[src/hdl/apr_ram.sv]
module apr_ram #(
  parameter int unsigned WIDTH = 8,
  parameter int unsigned DEPTH = 64
) (
  input  logic                     clk_i,
  input  logic                     we_i,
  input  logic [$clog2(DEPTH)-1:0] waddr_i,
  input  logic [WIDTH-1:0]         wdata_i,
  input  logic                     re_i,
  input  logic [$clog2(DEPTH)-1:0] raddr_i,
  output logic [WIDTH-1:0]         rdata_o
);

  logic [WIDTH-1:0] mem_q [DEPTH];
  logic [WIDTH-1:0] rdata_q;

  always_ff @(posedge clk_i) begin
    if (we_i) begin
      mem_q[waddr_i] <= wdata_i;
    end
    if (re_i) begin
      rdata_q <= mem_q[raddr_i];
    end
  end

  assign rdata_o = rdata_q;

endmodule

[config.mk]
export PLATFORM = sky130hd
export DESIGN_NAME = apr_ram
export DESIGN_NICKNAME = d
export VERILOG_FILES = /design/src/hdl/apr_ram.sv
export SDC_FILE = /design/constraint.sdc
export NUM_CORES = 1
export LEC_CHECK = 0
export BUFFER_PORTS_ARGS = -buffer_cell sky130_fd_sc_hd__buf_4
export CORE_MARGIN = 1.5
export CORE_UTILIZATION = 54
export CTS_CLUSTER_DIAMETER = 150
export DETAILED_ROUTE_END_ITERATION = 10
export HOLD_SLACK_MARGIN = 0.08
export MAX_ROUTING_LAYER = met4
export PLACE_DENSITY = 0.8
export SYNTH_ARGS = -nofsm -noshare
export SYNTH_HDL_FRONTEND = slang
export SYNTH_SLANG_ARGS = --single-unit
[constraint.sdc]
create_clock -name clk_i -period 5.8 [get_ports clk_i]
set_clock_uncertainty 0.1 [all_clocks]
set_input_delay 0.58 -clock clk_i [delete_from_list [all_inputs] [get_ports clk_i]]
set_output_delay 0.58 -clock clk_i [all_outputs]
set_load 0.05 [all_outputs]
After elaboration in Yosys (flattened, before gate mapping)
Memories as Yosys holds them, arrays and structs flattened. A register that Yosys moved wholly into a read port is not among the register bits.
Cells that the tools add are included.
{"block": "word_totals", "memories": 1, "out_inout_bits": 8, "mem_bits_rw": 512, "regBits": 0, "elab_cells": 3}
{"name": "mem_q", "words": 64, "word_bits": 8, "read_ports": 1, "rd_ports_with_merged_regs": 1, "wr": 1, "line": "14", "rtl": "logic [WIDTH-1:0] mem_q [DEPTH];"}
{"block": "classes", "n_mux": 2}
{"cell": "1-bit two-way mux", "n": 2}

Longest topological paths before layout
{"block": "depth", "word_depth": 2, "depth_mapped": 9, "depth_no_buf": 5}

Worst setup path after synthesis
OpenSTA, ideal clock, no wires.
{"block": "synth_timing", "kind": "input port to flip-flop", "start": "input raddr_i[1]", "end": "register rdata_q[3], in the netlist rdata_o[3] (read register of mem_q) (data pin)", "cell_stages": 7, "arrival_time_ps": 2120, "setup_time_ps": 266, "n_path_buf": 3, "setup_slack_ps": 3314, "required_ps": 5434, "cell_sequence": "buf_4 > buf_2 > buf_2 > mux4_2 > mux4_2 > o21ai_1 > o41ai_1"}
{"item": "from (decl)", "line": "10", "rtl": "input logic [$clog2(DEPTH)-1:0] raddr_i,"}
{"item": "to (decl)", "line": "15", "rtl": "logic [WIDTH-1:0] rdata_q;"}

==> summary.md <==
| Metric | Value |
|---|---|
| Share of power burned in registers | 0.543 |
| Multi-input gate area | 4320 um2 |
| Count of pins over their slew limit | 0 |
| Crit-path max FO | 65 |
| Clock Sinks | 520 |
| CP Data Required Time | 6000 ps |
| Net Sw Frac | 0.208 |
| # hold bufs at CTS | 0 |
| Post-Synthesis Cells | 940 |
| Avg Synthesized Cell Area | 21.5 um2 |
| Power, Total | 7.69 mW |
| Worst setup startpoint | raddr_i[0] |
| Setup repair bufs after CTS | 0 |
| Critical path class | input port to flip-flop |
| # rows | 70 |
| Most common cell after layout, fill and taps aside | edfxtp_1 |
| Main synth FF type | edfxtp_1 |
| Crit. path cell count | 6 |
| Area after DPL | 20800 um2 |
| Clock Latency Late Sink | 570 ps |
| Antenna violations before repair | 1 |
| Area Overhead vs Synth | 10.6% |
| CP cell instances | clkbuf_8, buf_12, mux4_2, mux4_2, o21ai_1, o41ai_1 |
| Clock share of power | 0.406 |
| Die Width | 197 um |
| Register bit count reported by yosys | 520 |
| Drt total wl | 43.7 mm |
| Number of global-route vias before repair | 9978 |
| Worst-Margin Slew | 1010 ps |
| GRT busiest layer | met2 |
| Status | complete, no violations |
| CP max-delay cell | mux4_2 |
| RSZ-0062 raised after global routing | no |
| Core Region | 36800 um2 |
| Reg-to-Reg Start | mem_q[29][4] |
| Critical Path End | rdata_o[3] |
| Fin. Hold Viols | 0 |
| Detailed Place HPWL | 25.0 mm |
| Met1 usage | 0.328 |
| Crit path buf inv count | 2 |
| Gates resized, CTS repair | 0 |
| Part of the power in combinational logic | 0.051 |
| Switch Pwr | 1.60 mW |
| Startpoint Class | input port |
| Cell family with most CP delay | multiplexers |
| Compound-Gate Fraction of Synth Area | 0.0206 |
| Die area | 38700 um2 |
| Total global-route track usage | 0.241 |
| Dpl cells | 1396 |
| Io pins | 31 |
| Register area | 15600 um2 |
| Crit end category | flip-flop |
| Final core occ | 0.609 |
| Max Cap Viol | 0 |
| Largest family of logic cells by synthesized area | multiplexers |
| Min cycle time layout | 2900 ps |
| Period utilization | 0.500 |
| # port buffers | 30 |
| Root Buffer | clkbuf_16 |
| Critical Path Max Stage Delay | 580 ps |
| Clock transition at path regs | 70 ps |
| Final instance area | 22400 um2 |
| Commonest cells after routing, fill and taps aside | 520 x edfxtp_1, 126 x mux4_2, 83 x nor2_1, 51 x clkbuf_16, 37 x buf_4 |
| Final Non-Filler Cells | 1485 |
| Peak VDD IR | 0.000209 V |
| First drt pass iteration count | 5 |
| Cell Area, Synth | 20200 um2 |
| Synth warnings | 0 |
| Setup-failing EPs final | 0 |
| DRC viols | 0 |
| EDFF count, synth | 520 |
| CP arrival | 3110 ps |
| Layout fillers | 2445 |
| Largest net degree at the start of global routing | 66 |
| Worst Hold Class | input port to flip-flop |
| Worst reg-to-reg path cell count | 5 |
| Final GP Congestion | 0.847 |
| Pleak | 6.93 nW |
| XOR/XNOR share of the synthesized area | 0 |
| Post-Synth Adder-Cell Area | 0 |
| Syn_nets | 963 |
| Avg WL per Cell | 29.4 um |
| Gr ovfl total | 0 |
| DR iter-0 viols | 1425 |
| CTS tree | done |
| Most used cell, CP | mux4_2 |
| Vias | 9819 |
| Starting Density | 0.550 |
| Mux share of post-synthesis cell area | 0.159 |
| Met2 usage | 0.385 |
| Final nets | 1002 |
| Setup slack, reg-to-reg | 3430 ps |
| Yosys cell types | 39 |
| First-pass GRT wire length | 65.5 mm |
| FMAX | 0.345 GHz |
| Vias per cell | 6.61 |
| Routed Antenna Nets | 0 |
| Sequential share of the synthesized area | 0.771 |
| CTS Buffer Depth | 3 |
| Async set-or-reset flop fraction in the synthesized netlist | 0 |
| Relative slew margins | 0.327 |
| Pwr dens | 344 nW/um2 |
| Reg2reg end | rdata_o[4] |
| Clock buffer count from CTS | 49 |
| TNS Setup | 0 ps |
| Share of layout cells above drive strength 1 | 0.248 |
| Die height | 197 um |
| Int Power | 6.09 mW |
| CTS HTree Levels | 2 |
| Global routing met3 resource utilization | 0.0385 |
| Simple-gate share of the synthesized area | 0.0337 |
==> per-stage QoR <==
stage / hold WS [ps] / setup slack, ps
after CTS: 206 / 2870
after floorplan: 579 / 3310
after global placement: 773 / 2310
after detailed placement: 792 / 2290
final: 233 / 2900
after global routing: 212 / 2750
==> worst min path at each step <==
stage / start / endpoint / slack, ps / cells after the start
3_5_place_dp: mem_q[31][4] / rdata_o[4] / 790 / 3
6_report: re_i / rdata_o[5] / 230 / 1
2_1_floorplan: wdata_i[0] / mem_q[0][0] / 580 / 0
5_1_grt: re_i / rdata_o[0] / 210 / 1
3_3_place_gp: mem_q[30][6] / rdata_o[6] / 770 / 3
4_1_cts: re_i / rdata_o[0] / 210 / 1
==> area by class of cell <==
type	instances	share of cell area
Timing Repair Buffer	39	0.0139
Sequential cell	520	0.698
Clock inverter	29	0.0111
Tap cell	468	0.0262
Antenna cell	1	0.000112
Multi-Input combinational cell	369	0.193
Clock buffer	59	0.0583
==> worst register-to-register path, cell delays in order, from the launching register on <==
cell	delay, ps
edfxtp_1	370
mux4_2	480
mux2_2	310
o221a_2	300
nor3_1	400
o32ai_1	140
==> cell usage after synthesis (4+ instances only) <==
cell | instances | area [um2]
nand2_1 | 19 | 71.3
nor3_1 | 7 | 35.0
a221oi_1 | 6 | 52.6
mux4_2 | 126 | 2840
mux2_2 | 13 | 146
edfxtp_1 | 520 | 15600
buf_2 | 11 | 55.1
buf_4 | 13 | 97.6
nand2b_1 | 7 | 43.8
mux2i_1 | 23 | 230
buf_1 | 4 | 15.0
o221ai_1 | 8 | 70.1
nand3_1 | 13 | 65.1
nor2b_1 | 14 | 87.6
a211oi_1 | 4 | 30.0
nor2_1 | 83 | 312
clkbuf_1 | 17 | 63.8
buf_6 | 4 | 45.0
o22ai_1 | 8 | 50.1
==> power groups by stage <==
stage	sequential, mW	clock, mW	combinational, mW
floorplan	4.27	0	0.222
global placement	4.26	0	0.375
detailed placement	4.26	0	0.385
CTS	4.18	3.14	0.390
global route	4.18	3.29	0.409
finish	4.18	3.12	0.390
==> registers in the layout (all words and copies together), names as in the netlist <==
| signal | flops |
|---|---|
| mem_q | 512 |
| rdata_o | 8 |
==> metal layers <==
metal	share of wire	vias up
met5	0	-
li1	-	4016
met1	0.37	5092
met4	0.028	0
met2	0.50	615
met3	0.097	96
==> cell families (layout without fill, tap and decap cells) <==
group	Yosys count	in the layout
compound gates	54	54
buf+inv	51	127
flops	520	520
mux	162	162
other cells	0	1
simple gates	153	153
Power figures use the tool's default switching activity.
